--- src/hw/rtl/skf_pkg.sv ---
`default_nettype none

package skf_pkg;

    localparam int DATA_W   = 32;
    localparam int GAIN_W   = 17;
    localparam int FRAC_W   = 16;
    localparam int CFG_IDX_W = 2;
    localparam int MCAND_W  = DATA_W + 2;
    localparam int PROD_W   = MCAND_W + 2;
    localparam int CNT_W    = 5;

    localparam logic [GAIN_W-1:0] GAIN_ONE = GAIN_W'(1 << FRAC_W);
    localparam logic [DATA_W-1:0] NOISE_RESET = DATA_W'(6554);
    localparam logic [CNT_W-1:0]  LAST_STEP = CNT_W'(GAIN_W - 1);

    localparam logic signed [DATA_W-1:0] S32_MAX = {1'b0, {(DATA_W-1){1'b1}}};
    localparam logic signed [DATA_W-1:0] S32_MIN = {1'b1, {(DATA_W-1){1'b0}}};

    typedef enum logic [CFG_IDX_W-1:0] {
        REG_PROCESS_NOISE = 2'd0,
        REG_MEASURE_NOISE = 2'd1
    } cfg_reg_t;

    typedef enum logic [6:0] {
        S_IDLE  = 7'b0000001,
        S_PREP  = 7'b0000010,
        S_DIVGO = 7'b0000100,
        S_DIV   = 7'b0001000,
        S_MULGO = 7'b0010000,
        S_MUL   = 7'b0100000,
        S_FIN   = 7'b1000000
    } state_t;

endpackage

`default_nettype wire

--- src/hw/rtl/scalar_kalman_filter.sv ---
// Steps from input beat to result valid: prior sums, divider load, bit-serial gain
// divide, gain capture, multiplier load, two shift-add multiplies side by side,
// write-back.
// Flow: one item at a time; write-back holds while the previous result is still unread,
// and the input waits with it.
// Reset: asynchronous, active low; estimate and covariance clear, noise registers to 6554.
`default_nettype none

module scalar_kalman_filter
    import skf_pkg::*;
(
    input  wire logic                     clk,
    input  wire logic                     rst_n,
    input  wire logic                     in_valid,
    output logic                          in_ready,
    input  wire logic signed [DATA_W-1:0] measurement,
    input  wire logic signed [DATA_W-1:0] predicted_step,
    output logic                          out_valid,
    input  wire logic                     out_ready,
    output logic signed [DATA_W-1:0]      estimate,
    output logic [GAIN_W-1:0]             kalman_gain,
    output logic                          saturated,
    input  wire logic                     cfg_valid,
    output logic                          cfg_ready,
    input  wire logic [CFG_IDX_W-1:0]     cfg_index,
    input  wire logic [DATA_W-1:0]        cfg_data
);

    state_t                    state_reg, state_next;
    logic [DATA_W-1:0]         q_reg, r_reg;
    logic signed [DATA_W-1:0]  est_reg;
    logic [DATA_W-1:0]         cov_reg;
    logic signed [DATA_W-1:0]  z_reg, step_reg;
    logic signed [DATA_W-1:0]  prior_reg;
    logic [DATA_W-1:0]         pp_reg;
    logic                      sat_reg;
    logic [GAIN_W-1:0]         k_reg;
    logic                      out_valid_reg;
    logic signed [DATA_W-1:0]  out_est_reg;
    logic [GAIN_W-1:0]         out_gain_reg;
    logic                      out_sat_reg;

    logic                      in_fire, out_fire, fin_go;
    logic signed [DATA_W:0]    prior_sum;
    logic                      prior_ovf;
    logic signed [DATA_W-1:0]  prior_clamp;
    logic [DATA_W:0]           pp_sum;
    logic [DATA_W-1:0]         pp_clamp;
    logic signed [MCAND_W-1:0] innov;
    logic signed [MCAND_W-1:0] pp_mcand;
    logic [GAIN_W-1:0]         one_minus_k;
    logic                      div_start, div_done;
    logic [GAIN_W-1:0]         div_quo;
    logic                      mul_start, mul_e_done, mul_p_done;
    logic signed [PROD_W-1:0]  delta, cov_prod;
    logic signed [PROD_W-1:0]  est_sum;
    logic                      est_hi, est_lo;
    logic signed [DATA_W-1:0]  est_clamp;

    assign in_ready  = (state_reg == S_IDLE);
    assign cfg_ready = 1'b1;
    assign in_fire   = in_valid & in_ready;
    assign out_fire  = out_valid_reg & out_ready;
    assign fin_go    = (state_reg == S_FIN) && (!out_valid_reg || out_ready);

    assign prior_sum   = {est_reg[DATA_W-1], est_reg} + {step_reg[DATA_W-1], step_reg};
    assign prior_ovf   = prior_sum[DATA_W] != prior_sum[DATA_W-1];
    assign prior_clamp = !prior_ovf ? prior_sum[DATA_W-1:0]
                       : (prior_sum[DATA_W] ? S32_MIN : S32_MAX);
    assign pp_sum      = {1'b0, cov_reg} + {1'b0, q_reg};
    assign pp_clamp    = pp_sum[DATA_W] ? '1 : pp_sum[DATA_W-1:0];

    assign innov       = {{2{z_reg[DATA_W-1]}}, z_reg} - {{2{prior_reg[DATA_W-1]}}, prior_reg};
    assign pp_mcand    = {2'b00, pp_reg};
    assign one_minus_k = GAIN_ONE - k_reg;
    assign div_start   = (state_reg == S_DIVGO);
    assign mul_start   = (state_reg == S_MULGO);

    assign est_sum   = {{(PROD_W-DATA_W){prior_reg[DATA_W-1]}}, prior_reg} + delta;
    assign est_hi    = !est_sum[PROD_W-1] && (est_sum[PROD_W-2:DATA_W-1] != '0);
    assign est_lo    = est_sum[PROD_W-1] && (est_sum[PROD_W-2:DATA_W-1] != '1);
    assign est_clamp = est_hi ? S32_MAX : (est_lo ? S32_MIN : est_sum[DATA_W-1:0]);

    skf_div u_div (
        .clk      (clk),
        .rst_n    (rst_n),
        .start    (div_start),
        .p_prior  (pp_reg),
        .r_noise  (r_reg),
        .done     (div_done),
        .quotient (div_quo)
    );

    skf_mul u_mul_est (
        .clk         (clk),
        .rst_n       (rst_n),
        .start       (mul_start),
        .mcand       (innov),
        .mplier      (k_reg),
        .done        (mul_e_done),
        .product_q16 (delta)
    );

    skf_mul u_mul_cov (
        .clk         (clk),
        .rst_n       (rst_n),
        .start       (mul_start),
        .mcand       (pp_mcand),
        .mplier      (one_minus_k),
        .done        (mul_p_done),
        .product_q16 (cov_prod)
    );

    always_comb
    begin
        state_next = state_reg;
        case (state_reg)
            S_IDLE:  if (in_fire) state_next = S_PREP;
            S_PREP:  state_next = S_DIVGO;
            S_DIVGO: state_next = S_DIV;
            S_DIV:   if (div_done) state_next = S_MULGO;
            S_MULGO: state_next = S_MUL;
            S_MUL:   if (mul_e_done) state_next = S_FIN;
            S_FIN:   if (fin_go) state_next = S_IDLE;
            default: state_next = S_IDLE;
        endcase
    end

    always_ff @(posedge clk or negedge rst_n)
    begin
        if (!rst_n)
        begin
            state_reg     <= S_IDLE;
            q_reg         <= NOISE_RESET;
            r_reg         <= NOISE_RESET;
            est_reg       <= '0;
            cov_reg       <= '0;
            out_valid_reg <= 1'b0;
        end
        else
        begin
            state_reg <= state_next;
            if (cfg_valid)
            begin
                case (cfg_index)
                    REG_PROCESS_NOISE: q_reg <= cfg_data;
                    REG_MEASURE_NOISE: r_reg <= cfg_data;
                    default: ;
                endcase
            end
            if (fin_go)
            begin
                est_reg       <= est_clamp;
                cov_reg       <= cov_prod[DATA_W-1:0];
                out_valid_reg <= 1'b1;
            end
            else if (out_fire)
            begin
                out_valid_reg <= 1'b0;
            end
        end
    end

    always_ff @(posedge clk)
    begin
        if (in_fire)
        begin
            z_reg    <= measurement;
            step_reg <= predicted_step;
        end
        if (state_reg == S_PREP)
        begin
            prior_reg <= prior_clamp;
            pp_reg    <= pp_clamp;
            sat_reg   <= prior_ovf | pp_sum[DATA_W];
        end
        if ((state_reg == S_DIV) && div_done)
        begin
            k_reg <= div_quo;
        end
        if (fin_go)
        begin
            out_est_reg  <= est_clamp;
            out_gain_reg <= k_reg;
            out_sat_reg  <= sat_reg | est_hi | est_lo;
        end
    end

    assign out_valid   = out_valid_reg;
    assign estimate    = out_est_reg;
    assign kalman_gain = out_gain_reg;
    assign saturated   = out_sat_reg;

`ifndef ASSERT_OFF
    a_div_done_in_div: assert property (@(posedge clk) disable iff (!rst_n)
        div_done |-> (state_reg == S_DIV))
        else $error("divider finished outside the divide state");

    a_mul_in_step: assert property (@(posedge clk) disable iff (!rst_n)
        mul_e_done == mul_p_done)
        else $error("multipliers out of step");

    a_gain_range: assert property (@(posedge clk) disable iff (!rst_n)
        out_valid |-> (kalman_gain <= GAIN_ONE))
        else $error("gain above one");

    a_accept_prep: assert property (@(posedge clk) disable iff (!rst_n)
        in_fire |=> (state_reg == S_PREP) && !in_ready)
        else $error("input beat did not start a step");
`endif

endmodule

`default_nettype wire

--- src/hw/rtl/skf_div.sv ---
`default_nettype none

module skf_div
    import skf_pkg::*;
(
    input  wire logic              clk,
    input  wire logic              rst_n,
    input  wire logic              start,
    input  wire logic [DATA_W-1:0] p_prior,
    input  wire logic [DATA_W-1:0] r_noise,
    output logic                   done,
    output logic [GAIN_W-1:0]      quotient
);

    logic                busy_reg, busy_next;
    logic                done_reg, done_next;
    logic [CNT_W-1:0]    cnt_reg, cnt_next;
    logic [DATA_W:0]     den_reg, den_next;
    logic [DATA_W+1:0]   rem_reg, rem_next;
    logic [GAIN_W-1:0]   quo_reg, quo_next;
    logic                zero_reg, zero_next;
    logic [DATA_W+2:0]   diff;
    logic                ge;
    logic [DATA_W+1:0]   rem_sel;

    assign diff    = {1'b0, rem_reg} - {2'b00, den_reg};
    assign ge      = ~diff[DATA_W+2];
    assign rem_sel = ge ? diff[DATA_W+1:0] : rem_reg;

    always_comb
    begin
        busy_next = busy_reg;
        done_next = 1'b0;
        cnt_next  = cnt_reg;
        den_next  = den_reg;
        rem_next  = rem_reg;
        quo_next  = quo_reg;
        zero_next = zero_reg;
        if (start)
        begin
            busy_next = 1'b1;
            cnt_next  = LAST_STEP;
            den_next  = {1'b0, p_prior} + {1'b0, r_noise};
            rem_next  = {2'b00, p_prior};
            quo_next  = '0;
            zero_next = (p_prior == '0) && (r_noise == '0);
        end
        else if (busy_reg)
        begin
            // one quotient bit per cycle, restoring
            quo_next = {quo_reg[GAIN_W-2:0], ge};
            rem_next = {rem_sel[DATA_W:0], 1'b0};
            cnt_next = cnt_reg - CNT_W'(1);
            if (cnt_reg == '0)
            begin
                busy_next = 1'b0;
                done_next = 1'b1;
            end
        end
    end

    always_ff @(posedge clk or negedge rst_n)
    begin
        if (!rst_n)
        begin
            busy_reg <= 1'b0;
            done_reg <= 1'b0;
            cnt_reg  <= '0;
        end
        else
        begin
            busy_reg <= busy_next;
            done_reg <= done_next;
            cnt_reg  <= cnt_next;
        end
    end

    always_ff @(posedge clk)
    begin
        den_reg  <= den_next;
        rem_reg  <= rem_next;
        quo_reg  <= quo_next;
        zero_reg <= zero_next;
    end

    assign done     = done_reg;
    assign quotient = zero_reg ? '0 : quo_reg;

endmodule

`default_nettype wire

--- src/hw/rtl/skf_mul.sv ---
`default_nettype none

module skf_mul
    import skf_pkg::*;
(
    input  wire logic                      clk,
    input  wire logic                      rst_n,
    input  wire logic                      start,
    input  wire logic signed [MCAND_W-1:0] mcand,
    input  wire logic [GAIN_W-1:0]         mplier,
    output logic                           done,
    output logic signed [PROD_W-1:0]       product_q16
);

    logic                       busy_reg, busy_next;
    logic                       done_reg, done_next;
    logic [CNT_W-1:0]           cnt_reg, cnt_next;
    logic signed [MCAND_W-1:0]  b_reg, b_next;
    logic [GAIN_W-1:0]          mp_reg, mp_next;
    logic signed [MCAND_W:0]    hi_reg, hi_next;
    logic [GAIN_W-1:0]          lo_reg, lo_next;
    logic signed [MCAND_W:0]    addend;
    logic signed [MCAND_W:0]    sum;

    assign addend = mp_reg[0] ? {b_reg[MCAND_W-1], b_reg} : '0;
    assign sum    = hi_reg + addend;

    always_comb
    begin
        busy_next = busy_reg;
        done_next = 1'b0;
        cnt_next  = cnt_reg;
        b_next    = b_reg;
        mp_next   = mp_reg;
        hi_next   = hi_reg;
        lo_next   = lo_reg;
        if (start)
        begin
            busy_next = 1'b1;
            cnt_next  = LAST_STEP;
            b_next    = mcand;
            mp_next   = mplier;
            hi_next   = '0;
            lo_next   = '0;
        end
        else if (busy_reg)
        begin
            // add, then shift one bit of the product out
            hi_next  = sum >>> 1;
            lo_next  = {sum[0], lo_reg[GAIN_W-1:1]};
            mp_next  = {1'b0, mp_reg[GAIN_W-1:1]};
            cnt_next = cnt_reg - CNT_W'(1);
            if (cnt_reg == '0)
            begin
                busy_next = 1'b0;
                done_next = 1'b1;
            end
        end
    end

    always_ff @(posedge clk or negedge rst_n)
    begin
        if (!rst_n)
        begin
            busy_reg <= 1'b0;
            done_reg <= 1'b0;
            cnt_reg  <= '0;
        end
        else
        begin
            busy_reg <= busy_next;
            done_reg <= done_next;
            cnt_reg  <= cnt_next;
        end
    end

    always_ff @(posedge clk)
    begin
        b_reg  <= b_next;
        mp_reg <= mp_next;
        hi_reg <= hi_next;
        lo_reg <= lo_next;
    end

    assign done        = done_reg;
    assign product_q16 = {hi_reg, lo_reg[GAIN_W-1]};

endmodule

`default_nettype wire
--- config.mk ---
export PLATFORM = sky130hd
export DESIGN_NAME = scalar_kalman_filter
export DESIGN_NICKNAME = d
export VERILOG_FILES = /design/src/hw/rtl/skf_pkg.sv /design/src/hw/rtl/scalar_kalman_filter.sv /design/src/hw/rtl/skf_div.sv /design/src/hw/rtl/skf_mul.sv
export SDC_FILE = /design/constraint.sdc
export NUM_CORES = 1
export LEC_CHECK = 0
export ABC_CLOCK_PERIOD_IN_PS = 6300
export BUFFER_PORTS_ARGS = -buffer_cell sky130_fd_sc_hd__buf_4
export CORE_ASPECT_RATIO = 0.75
export CORE_MARGIN = 2
export CORE_UTILIZATION = 44
export CTS_CLUSTER_DIAMETER = 50
export CTS_CLUSTER_SIZE = 24
export DETAILED_ROUTE_END_ITERATION = 10
export PLACE_DENSITY_LB_ADDON = 0.1
export SYNTH_ARGS = -nofsm -noshare
export SYNTH_HDL_FRONTEND = slang
export SYNTH_SLANG_ARGS = --single-unit
export TNS_END_PERCENT = 20
--- constraint.sdc ---
create_clock -name clk -period 6.3 [get_ports clk]
set_input_delay 0.945 -clock clk [delete_from_list [all_inputs] [get_ports clk]]
set_output_delay 0.945 -clock clk [all_outputs]
set_load 0.01 [all_outputs]
Word level (Yosys, flattened, before mapping)
Index checks and enable logic that the tools add are counted.
{"block": "word_totals", "reg_bits": 639, "latch_bits": 0, "ram_bits": 0, "rom_bits": 0, "input_bits": 103, "output_inout_bits": 53, "elab_cells": 131, "mem_count": 0}
{"block": "classes", "addsub": 12, "multipliers": 0, "div_mod_pow": 0, "magnitude_cmp": 0, "n_eq_ne": 14, "shifts": 0, "mux": 41, "bitwise": 6, "reduce_logical": 22}
{"op": "32-bit 2-to-1 mux", "n": 7}
{"op": "32-bit by 32-bit adder with 33-bit output", "n": 3}
{"op": "17-bit 2-to-1 mux", "n": 4}
{"op": "32-bit logical NOT", "n": 2}
{"op": "7-bit case mux with 7 select lines", "n": 1}
{"op": "32-bit by 35-bit adder with 36-bit output", "n": 1}
{"op": "34-bit by 33-bit adder with 35-bit output", "n": 1}
{"op": "34-bit by 35-bit adder with 35-bit output", "n": 1}
{"op": "35-bit 2-to-1 mux", "n": 1}
{"op": "34-bit by 33-bit subtractor with 35-bit output", "n": 1}
{"op": "33-bit 2-to-1 mux", "n": 1}
{"op": "32-bit by 32-bit subtractor with 33-bit output", "n": 1}
{"op": "5-bit 2-to-1 mux", "n": 6}
{"op": "7-bit 2-to-1 mux", "n": 4}
{"op": "1-bit 2-to-1 mux", "n": 17}
{"op": "17-bit subtractor (first input constant)", "n": 1}
{"op": "5-bit logical NOT", "n": 3}
{"op": "5-bit by 1-bit subtractor with 5-bit output (second input constant)", "n": 3}
{"op": "2-bit nonzero test", "n": 4}
{"op": "7-bit by 1-bit equality test with 1-bit output (second input constant)", "n": 1}
{"op": "7-bit by 2-bit equality test with 1-bit output (second input constant)", "n": 1}
{"op": "7-bit by 3-bit equality test with 1-bit output (second input constant)", "n": 1}
{"op": "7-bit by 4-bit equality test with 1-bit output (second input constant)", "n": 1}
{"op": "7-bit by 5-bit equality test with 1-bit output (second input constant)", "n": 1}
{"op": "17 further kinds", "n": 28}

Logic depth before layout (Yosys ltp)
Gate-level depths: netlist of the first run.
{"block": "depth", "word_depth": 5, "ltp_mapped": 14, "ltp_nobuf": 13}

By module
Synthesis of the first run repeated with hierarchy kept, for this count alone.
{"block": "hier_totals", "hier_cells": 3555, "area_unflattened_um2": 37014.2}
{"module": "scalar_kalman_filter", "n_inst": 1, "cells_per_inst": 1666, "area_per_inst_um2": 18874.4, "seq_area_each_um2": 9307.7}
{"module": "skf_mul", "n_inst": 2, "cells_per_inst": 523, "area_per_inst_um2": 5303.8, "seq_area_each_um2": 2407.3}
{"module": "skf_div", "n_inst": 1, "cells_per_inst": 843, "area_per_inst_um2": 7532.2, "seq_area_each_um2": 2537.4}

Least setup slack after synthesis of the first run
Ideal clock, no wire load.
{"block": "synth_path", "path_kind": "flip-flop to flip-flop", "start": "reg state_reg[5]", "end": "reg state_reg[0]", "setup_ns": 0.094, "arrival_time_ns": 6.048, "required_ns": 6.206, "slack_ns": 0.158, "path_stages_with_launch": 6, "path_buffers": 0, "synth_period_minus_slack_ns": 6.142, "path_cell_list": "dfrtp_1 -> nor3_1 -> nand2_1 -> nor3b_1 -> or3_1 -> o22ai_1"}
{"block": "synth_between", "elab_chain_cells": 4, "word_cells_on_any_way": 15, "classes_between": "eq/ne: 11; mux: 1; bitwise: 1; reduce/logical: 2"}
{"item": "start, declared", "line": "scalar_kalman_filter.sv:29", "rtl": "state_t state_reg, state_next;"}
{"item": "start signal, assigned", "line": "scalar_kalman_filter.sv:142", "rtl": "state_reg <= state_next;"}
{"item": "7-bit by 1-bit equality test with 1-bit output or 7-bit equality test (tied branches)", "line": "scalar_kalman_filter.sv:60, scalar_kalman_filter.sv:117, scalar_kalman_filter.sv:64"}
{"item": "1-bit bitwise AND or 1-bit logical AND (tied branches)", "line": "scalar_kalman_filter.sv:62, scalar_kalman_filter.sv:64"}
{"item": "2-bit by 1-bit inequality test with 1-bit output (no source line) or 2-bit inequality test (tied branches)"}
{"item": "4-bit AND reduction (no source line)"}
Several ways; a longest one is shown, not always the timed one.
A chain may end at the register's enable or synchronous reset.

Worst setup path after layout of the first run
{"block": "layout_path", "start": "reg est_reg[0]", "end": "reg prior_reg[25], data pin"}
{"block": "layout_between", "elab_chain_cells": 3, "word_cells_on_any_way": 4, "classes_between": "add/sub: 1; eq/ne: 1; mux: 2"}
{"item": "start, declared", "line": "scalar_kalman_filter.sv:31", "rtl": "logic signed [DATA_W-1:0] est_reg;"}
{"item": "start signal, assigned", "line": "scalar_kalman_filter.sv:153", "rtl": "est_reg <= est_clamp;"}
{"item": "32-bit by 32-bit adder with 33-bit output (*)", "line": "scalar_kalman_filter.sv:66", "rtl": "assign prior_sum = {est_reg[DATA_W-1], est_reg} + {step_reg[DATA_W-1], step_reg};"}
{"item": "32-bit 2-to-1 mux or 1-bit inequality test (tied branches)", "line": "scalar_kalman_filter.sv:69, scalar_kalman_filter.sv:67"}
{"item": "32-bit 2-to-1 mux (*)", "line": "scalar_kalman_filter.sv:68", "rtl": "assign prior_clamp = !prior_ovf ? prior_sum[DATA_W-1:0]"}
{"item": "named net prior_clamp[25]", "line": "scalar_kalman_filter.sv:46", "rtl": "logic signed [DATA_W-1:0] prior_clamp;"}
{"item": "end signal, assigned", "line": "scalar_kalman_filter.sv:173", "rtl": "prior_reg <= prior_clamp;"}
{"item": "end, declared", "line": "scalar_kalman_filter.sv:34", "rtl": "logic signed [DATA_W-1:0] prior_reg;"}
Mark *: on every way through the listed nets, which the timed path passes. The rest lies on a longest branch.

==> results.toml, run 1 <==
[run_status]
run_status = "finished clean"

[clock_tree]
cts_tree = "built"
post_cts_resized = 0
path_clk_slew_ns = 0.08
cts_sinks = 606
cts_root_buffer = "clkbuf_16"
clock_latency_ns = 0.65
post_cts_buffers = 0
cts_buffer_depth = 3
numCtsBuffers = 69
htreeDepth = 3
holdBufCountCts = 0

[global_routing]
grt_util_met2 = 0.324
met1_usage = 0.388
grt_pass1_vias = 25817
top_usage_layer = "met1"
grt_overflow = 0
antenna_found_initial = 1
grt_pass1_wl_um = 154000
gr-usage-met3 = 0.0361
grt_max_degree = 114
grtUsageTotal = 0.238

[finish]
fin_util = 0.502
antenna_cells = 0
areaGrowthSynthToFinish_pct = 13.3
final_nets = 3998
drive_gt1_frac = 0.122
stdcell_area_um2 = 40200

[drt]
drt_wl_total_um = 99300
vias = 26871
avgViaCountPerCell = 5.68
ant_nets = 0
first_pass_iters = 6
drcViolationCount = 0
routedWlPerCell_um = 21.0
drtIter0Drc = 2278

[floorplanning]
rows = 90
die_w_um = 332
coreArea_um2 = 80200
die_y_um = 250
die-area_um2 = 83000
initial_core_util = 0.443
ios = 156

[worst_setup_path]
critPathMaxFanout = 28
crit_path_max_incr_delay_ns = 0.86
critical_path_required_ns = 6.63
r2r_slack_ns = 1.69
worstSetupPathDepth = 12
critPathMostFrequentCell = "a211oi_1"
rr_worst_depth = 12
path_buf_inv = 0
crit_path_end_kind = "flip-flop"
cp_top_family = "compound AO/OA/AOI/OAI gates"
r2r_end = "prior_reg[25]"
r2r-start = "est_reg[0]"
crit_chain = "ha_1, fa_1, a211oi_1, o211ai_1, nand3_1, a31oi_1, a31o_2, a211oi_1, nand3b_1, a41oi_2, nor2_2, o21ai_0"
slowest_stage = "nor2_2"
critPathKind = "flip-flop to flip-flop"
cp-startpoint = "est_reg[0]"
startpoint_type = "flip-flop"
arrival_ns = 4.94

[power_and_ir_drop]
p_switching_uw = 6770
p_seq_frac = 0.355
p_leak_uw = 0.0175
swShare = 0.390
peakVddDrop_mv = 0.252
p_comb_frac = 0.395
clkPwrFrac = 0.250
internal_power_uw = 10600
power_density_nw_per_um2 = 431

[timing]
relSlewSlack = 0.248
skew_ns = 0.0434
rsz0062_at_grt = "false"
maxClockFrequency_mhz = 217
min_period_ns = 4.61
setup_viol = 0
tightest_slew_ns = 1.13
period_share = 0.731
setup_tns_ns = 0
hold_violations = 0
slew_violations = 0

[synth]
ys_seq_area_frac = 0.466
postSynth.asyncResetShare = 0.257
syn_inst = 3471
synth.distinct_cells = 96
synth.avg_cell_area_um2 = 10.2
ys_warn_count = 0
synth.top_cells.by_count = "361 x edfxtp_1, 331 x nand2_1, 282 x nor2_1"
synth-edff-count = 361
synth_seq_cells = 606
ys.flop_type = "edfxtp_1"
syn_nets = 3851
yosysTopAreaCell = "edfxtp_1"
synth.most_common_cell = "edfxtp_1"
syn_area_um2 = 35500
synthTopCellsByArea = "edfxtp_1 31%, dfrtp_1 9.9%, ha_1 9.5%"
synth_top_area_frac = 0.305

[placed_design]
routabilityCongestion = 0.919
place_area_um2 = 37800
hpwl_um = 74700
io_buffer_count = 154

[run]
drv_cap = 0

[min_path]
hold_class = "primary input to async pin"
==> metal layers <==
metal	up-vias	wire, µm
met5	-	0
met4	0	1700
met3	110	5870
met2	742	39300
met1	13060	52500
li1	12959	-
==> cell type report <==
class                           count  area, µm²
Sequential cell                   606      16500
Fill cell                        7241      40000
Multi-Input combinational cell   2597      17900
Tap cell                         1058       1320
Inverter                          166        628
Timing Repair Buffer              178       1350
Clock inverter                     49        608
Clock buffer                       76       1840
==> cells in the final DEF (no fill, tap or decap), types with 10 or more instances in the layout <==
master,netlist,layout
or3_1,40,40
dfxtp_1,89,89
nor3_1,52,52
inv_6,0,10
nand2b_1,34,34
edfxtp_1,361,361
a211oi_1,36,36
o211a_1,16,16
o31ai_1,22,22
clkbuf_16,0,73
o21ai_0,194,194
nand2_1,331,331
inv_8,0,10
nor2_1,282,282
buf_4,3,176
a21oi_1,245,245
xor2_1,75,75
a21o_1,118,118
nor4_1,28,28
o21bai_1,22,22
and2_1,87,86
mux2i_1,67,67
o211ai_1,21,21
and3_1,29,29
o21a_1,31,31
a21boi_0,11,11
nand4_1,23,23
dfrtp_1,141,140
mux2_2,80,80
nor2b_1,51,51
a31oi_1,37,37
a221oi_1,10,10
nand3b_1,13,13
inv_1,164,162
a211o_1,11,11
nand3_1,55,55
a21oi_2,11,11
ha_1,269,269
xnor2_1,153,153
dfstp_2,15,15
==> worst register-to-register path, delay by kind of cell, from the launching register on <==
family	cells	cell delay, ns
adders and majority gates	2	0.67
DFF	1	0.38
and+or+nand+nor	3	1.21
AOI/OAI and AO/OA	7	2.06
==> power by group through the flow <==
stage | combinational [µW] | sequential [µW] | clock (µW)
2_1_floorplan | 5110 | 5860 | 0
3_5_place_dp | 6700 | 6220 | 0
6_report | 6840 | 6160 | 4340
4_1_cts | 6750 | 6150 | 4440
5_1_grt | 7590 | 6230 | 4590
3_3_place_gp | 6550 | 6210 | 0
==> logic make-up after synthesis <==
kind of cell             after synthesis  synth area share
multiplexers                         147            0.0443
buffers and inverters                268            0.0293
adder cells (fa/ha/maj)              279            0.0999
flip-flops                           606             0.466
AO/OA/AOI/OAI                        873             0.160
AND/OR/NAND/NOR                     1069             0.144
other                                  1          0.000106
XOR/XNOR                             228            0.0563
==> worst max path at each step <==
stage          slack, ns            end
3_3_place_gp        1.88    est_reg[25]
4_1_cts             1.68  prior_reg[21]
6_report            1.69  prior_reg[25]
5_1_grt             1.30  prior_reg[25]
2_1_floorplan       0.16   state_reg[0]
3_5_place_dp        1.66   prior_reg[6]
==> per-stage QoR <==
step | total power, µW | hold WS, ns | std cells | setup WS (ns)
after floorplan | 11000 | 0.412 | 3471 | 0.158
after global placement | 12800 | 0.429 | 4605 | 1.88
after detailed placement | 12900 | 0.427 | 4605 | 1.66
after CTS | 17300 | 0.266 | 4730 | 1.68
after global routing | 18400 | 0.287 | 4730 | 1.30
final | 17300 | 0.281 | 4730 | 1.69
(Power assumes the default switching activity.)
==> inputs of run 2 (changes only) <==
- ABC_CLOCK_PERIOD_IN_PS: 6300 -> 4200
- clock period: 6.3 -> 4.2 ns (I/O delays scaled with it)
==> results.toml, run 2 (same netlist as run 1, synthesis figures left out) <==
[run_status]
run_status = "finished clean"

[timing]
relSlewSlack = 0.262
rsz0062_at_grt = "false"
holdWs_ns = 0.168
skew_ns = 0.0353
setup_tns_ns = 0
hold_violations = 0
period_share = 0.952
min_period_ns = 4.00
slew_violations = 0
setup_viol = 0
tightest_slew_ns = 1.09
maxClockFrequency_mhz = 250

[placed_design]
routabilityCongestion = 0.894
hpwl_um = 75600
io_buffer_count = 154

[clock_tree]
clock_latency_ns = 0.64
cts_sinks = 606
cts_tree = "built"
path_clk_slew_ns = 0.08
cts_buffer_depth = 3
numCtsBuffers = 69
cts_root_buffer = "clkbuf_16"
htreeDepth = 3

[drt]
first_pass_iters = 5
avgViaCountPerCell = 5.65
drcViolationCount = 0
routedWlPerCell_um = 21.1
drtIter0Drc = 2526
vias = 26888
ant_nets = 0
drt_wl_total_um = 100000

[finish]
areaGrowthSynthToFinish_pct = 14.3
drive_gt1_frac = 0.128
antenna_cells = 0
final_cell_mix = "361 x edfxtp_1, 330 x nand2_1, 282 x nor2_1"
final_nets = 4022
final_common_cell = "edfxtp_1"

[worst_setup_path]
startpoint_type = "flip-flop"
arrival_ns = 4.52
slowest_stage = "a311oi_4"
crit_path_end_kind = "flip-flop"
crit_path_max_incr_delay_ns = 0.48
rr_worst_depth = 12
critPathKind = "flip-flop to flip-flop"
crit_chain = "ha_1, fa_1, a211o_1, a211oi_2, o31ai_2, a221o_1, o2111ai_2, a21oi_1, a311oi_4, nand3_1, and2_1, a311oi_1"
critPathMaxFanout = 5
critical_path_required_ns = 4.72

[global_routing]
antenna_found_initial = 4
grtUsageTotal = 0.240
met1_usage = 0.395
grt_pass1_vias = 25829
top_usage_layer = "met1"
grt_max_degree = 81
gr-usage-met3 = 0.0448
grt_pass1_wl_um = 155000
grt_overflow = 0
grt_util_met2 = 0.323

[floorplanning]
rows = 90
die_y_um = 250
initial_core_util = 0.443
die-area_um2 = 83000
die_w_um = 332
coreArea_um2 = 80200
ios = 156

[min_path]
whs_path_depth = 1
hold_class = "primary input to flip-flop"

[power_and_ir_drop]
peakVddDrop_mv = 0.398
p_leak_uw = 0.0176
power_density_nw_per_um2 = 648

[run]
drv_cap = 0
[run 2: cell types whose count changed in the layout (fill, tap and decap cells not counted), moves of 2 or more]
cell,change
clkinv_8,+4
clkbuf_8,+2
inv_4,+2
inv_8,-2
buf_12,+8
clkinv_1,+2
clkinv_4,-3
buf_4,+14
[run 2: power breakdown]
group	switching (µW)	internal, µW
registers	1150	8180
logic	6200	4230
clock network	2910	3610
total	10300	16000
[run 2: path summary, 6_finish.rpt]
kind,startpoint,end,slack (ns)
max reg2reg,prior_reg[0],est_reg[17],0.20
min,predicted_step[30],step_reg[30],0.17
max,prior_reg[0],est_reg[17],0.20
max in group asynchronous,rst_n,q_reg[20],2.73
min reg2reg,u_mul_cov.hi_reg[10],cov_reg[11],0.46
min in group asynchronous,rst_n,u_mul_est.cnt_reg[4],0.50
[run 2: worst max-delay path, delay by kind of cell (launching register included)]
kind            cells  cell delay, ns
compound gates      8            2.27
fa+ha+maj           2            0.69
simple gates        2            0.52
flops               1            0.40
[run 2: per-layer routing]
metal  routed length [µm]  part of all wire
met4                 1390             0.014
met1                53200              0.53
met3                 7040             0.070
met2                38800              0.39
met5                   25           0.00025
[run 2: per-stage QoR]
step           total power [µW]  cells  worst slack (ns)   util  instance area, µm²
3_5_place_dp              19600   4626             0.168  0.475               38000
4_1_cts                   26200   4754             0.131  0.505               40500
5_1_grt                   27900   4756            0.0168  0.506               40600
2_1_floorplan             16400   3471            0.0635      -               35500
6_report                  26300   4756             0.202  0.506               40600
3_3_place_gp              19300   4626             0.264  0.475               38000
[run 2: repair_timing]
action                                 4_1_cts  5_1_grt
endpoints found under the hold margin       38        0
setup endpoints to repair                    0       17
setup buffers                                0        1
hold buffers                                 1        0
gates resized for setup                      0        2
[run 2: area by class of cell]
class / instances / area, µm²
multi-input combinational: 2597 / 17900
clock buffer: 76 / 1840
fill: 7329 / 39600
tap: 1058 / 1320
inverter: 166 / 628
timing repair buffer: 202 / 1650
clock inverter: 51 / 637
sequential: 606 / 16500
==> inputs of run 3 (changes only) <==
- PLACE_DENSITY: default -> 0.67
- PLACE_DENSITY_LB_ADDON: 0.1 -> default
==> results.toml, run 3 (same netlist as run 1, synthesis figures left out) <==
[finish]
final_common_cell = "edfxtp_1"
final_cell_mix = "361 x edfxtp_1, 331 x nand2_1, 282 x nor2_1"
seqCellArea_um2 = 16500
drive_gt1_frac = 0.127
multi_input_area_um2 = 17900
areaGrowthSynthToFinish_pct = 13.8
antenna_cells = 0
fill_cells = 7214
final_nets = 4019

[drt]
routedWlPerCell_um = 18.7
avgViaCountPerCell = 5.56
wl_met2_um = 36200
dr_wl_met3_um = 5750
drcViolationCount = 0
vias = 26411
drt_wl_total_um = 89000
top_layer_used = "met5"
ant_nets = 0
drtIter0Drc = 2235
first_pass_iters = 6
drt-met1-wl_um = 45300

[power_and_ir_drop]
p_leak_uw = 0.0175
power_density_nw_per_um2 = 629
peakVddDrop_mv = 0.359

[placed_design]
routabilityCongestion = 0.907
pre_cts_ws_ns = 0.234
io_buffer_count = 154
hpwl_um = 66600

[worst_setup_path]
critPathKind = "flip-flop to flip-flop"
critical_path_required_ns = 4.71
arrival_ns = 4.50
cp_top_family = "compound AO/OA/AOI/OAI gates"
crit_chain = "ha_1, fa_1, a211o_1, a211oi_2, o31ai_2, a221o_1, o2111ai_2, a2111oi_1, a211o_4, o31ai_4, buf_12, a31oi_2, mux2_2"
critPathMaxFanout = 48
crit_path_end_kind = "flip-flop"
crit_path_max_incr_delay_ns = 0.43
path_buf_inv = 1
slowest_stage = "fa_1"
startpoint_type = "flip-flop"

[floorplanning]
coreArea_um2 = 80200
die_y_um = 250
ios = 156
die-area_um2 = 83000
rows = 90
die_w_um = 332
initial_core_util = 0.443

[timing]
relSlewSlack = 0.126
skew_ns = 0.0289
hold_violations = 0
min_period_ns = 3.98
slew_violations = 0
rsz0062_at_grt = "false"
tightest_slew_ns = 1.30
setup_viol = 0
setup_ws_ns = 0.216
maxClockFrequency_mhz = 251
setup_tns_ns = 0
period_share = 0.949

[clock_tree]
cts_buffer_depth = 3
htreeDepth = 3
cts_sinks = 606
cts_root_buffer = "clkbuf_16"
numCtsBuffers = 67
holdBufCountCts = 0
cts_tree = "built"
clock_latency_ns = 0.63
post_cts_resized = 0
path_clk_slew_ns = 0.07

[global_routing]
antenna_found_initial = 4
grt_pass1_wl_um = 140000
grt_max_degree = 81
grt_pass1_vias = 24656
grt_overflow = 0
grtUsageTotal = 0.211

[run_status]
run_status = "finished clean"

[run]
drv_cap = 0

[min_path]
hold_class = "primary input to async pin"
[run 3: cell count changes in the layout (fill, tap and decap cells not counted), moves of 2 or more]
cell / delta
buf_4: +2
clkbuf_1: +2
clkbuf_16: -4
clkbuf_8: -2
clkinv_1: -2
clkinv_8: +5
clkinvlp_4: +2
inv_12: -2
inv_16: -2
[run 3: repair_timing]
action                     CTS  global route
setup buffers                0             1
setup endpoints to repair    0             3
hold endpoints to repair     0             0
[run 3: worst paths after layout]
path | cells after the start | from | endpoint | slack [ns]
setup / recovery | 13 | prior_reg[0] | est_reg[28] | 0.22
hold / removal | 1 | rst_n | est_reg[24] | 0.05
setup reg to reg | 13 | prior_reg[0] | est_reg[28] | 0.22
hold reg to reg | 2 | u_mul_cov.hi_reg[5] | cov_reg[6] | 0.45
max in group asynchronous | 2 | rst_n | q_reg[1] | 3.27
min in group clk | 1 | measurement[7] | z_reg[7] | 0.18
[run 3: report_power, final]
group          total, µW  internal [µW]  switching (µW)
logic              10100           4180            5900
registers           9120           8170             950
clock network       6230           3390            2840
[run 3: cell type report]
cell class / instances / share of cell area
inverters: 166 / 0.0155
well taps: 1058 / 0.0328
repair buffers: 201 / 0.0399
clock inverters: 50 / 0.0154
multi-input cells: 2597 / 0.444
clock buffers: 73 / 0.0431
flip-flops and latches: 606 / 0.409
[run 3: through the flow]
step                      utilization  cells  total power, µW  cell area [µm²]  hold slack, ns
final                           0.504   4751            25400            40400          0.0497
after global routing            0.504   4751            27100            40400          0.0778
after CTS                       0.504   4750            25400            40400          0.0699
after detailed placement        0.474   4627            19100            38000           0.435
after global placement          0.474   4627            19000            38000           0.429
after floorplan                     -   3471            16400            35500           0.334
[run 3: worst reg2reg max path, cell delays in order (launching register included)]
cell	delay (ns)
edfxtp_1	0.40
ha_1	0.26
fa_1	0.43
a211o_1	0.30
a211oi_2	0.23
o31ai_2	0.12
a221o_1	0.40
o2111ai_2	0.28
a2111oi_1	0.13
a211o_4	0.33
o31ai_4	0.27
buf_12	0.29
a31oi_2	0.14
mux2_2	0.29
[run 3: routing by layer]
| layer | global-route usage | up-vias |
|---|---|---|
| met5 | 0 | - |
| met1 | 0.332 | 12601 |
| met3 | 0.0384 | 105 |
| met2 | 0.296 | 709 |
| li1 | - | 12994 |
| met4 | 0.0495 | 2 |
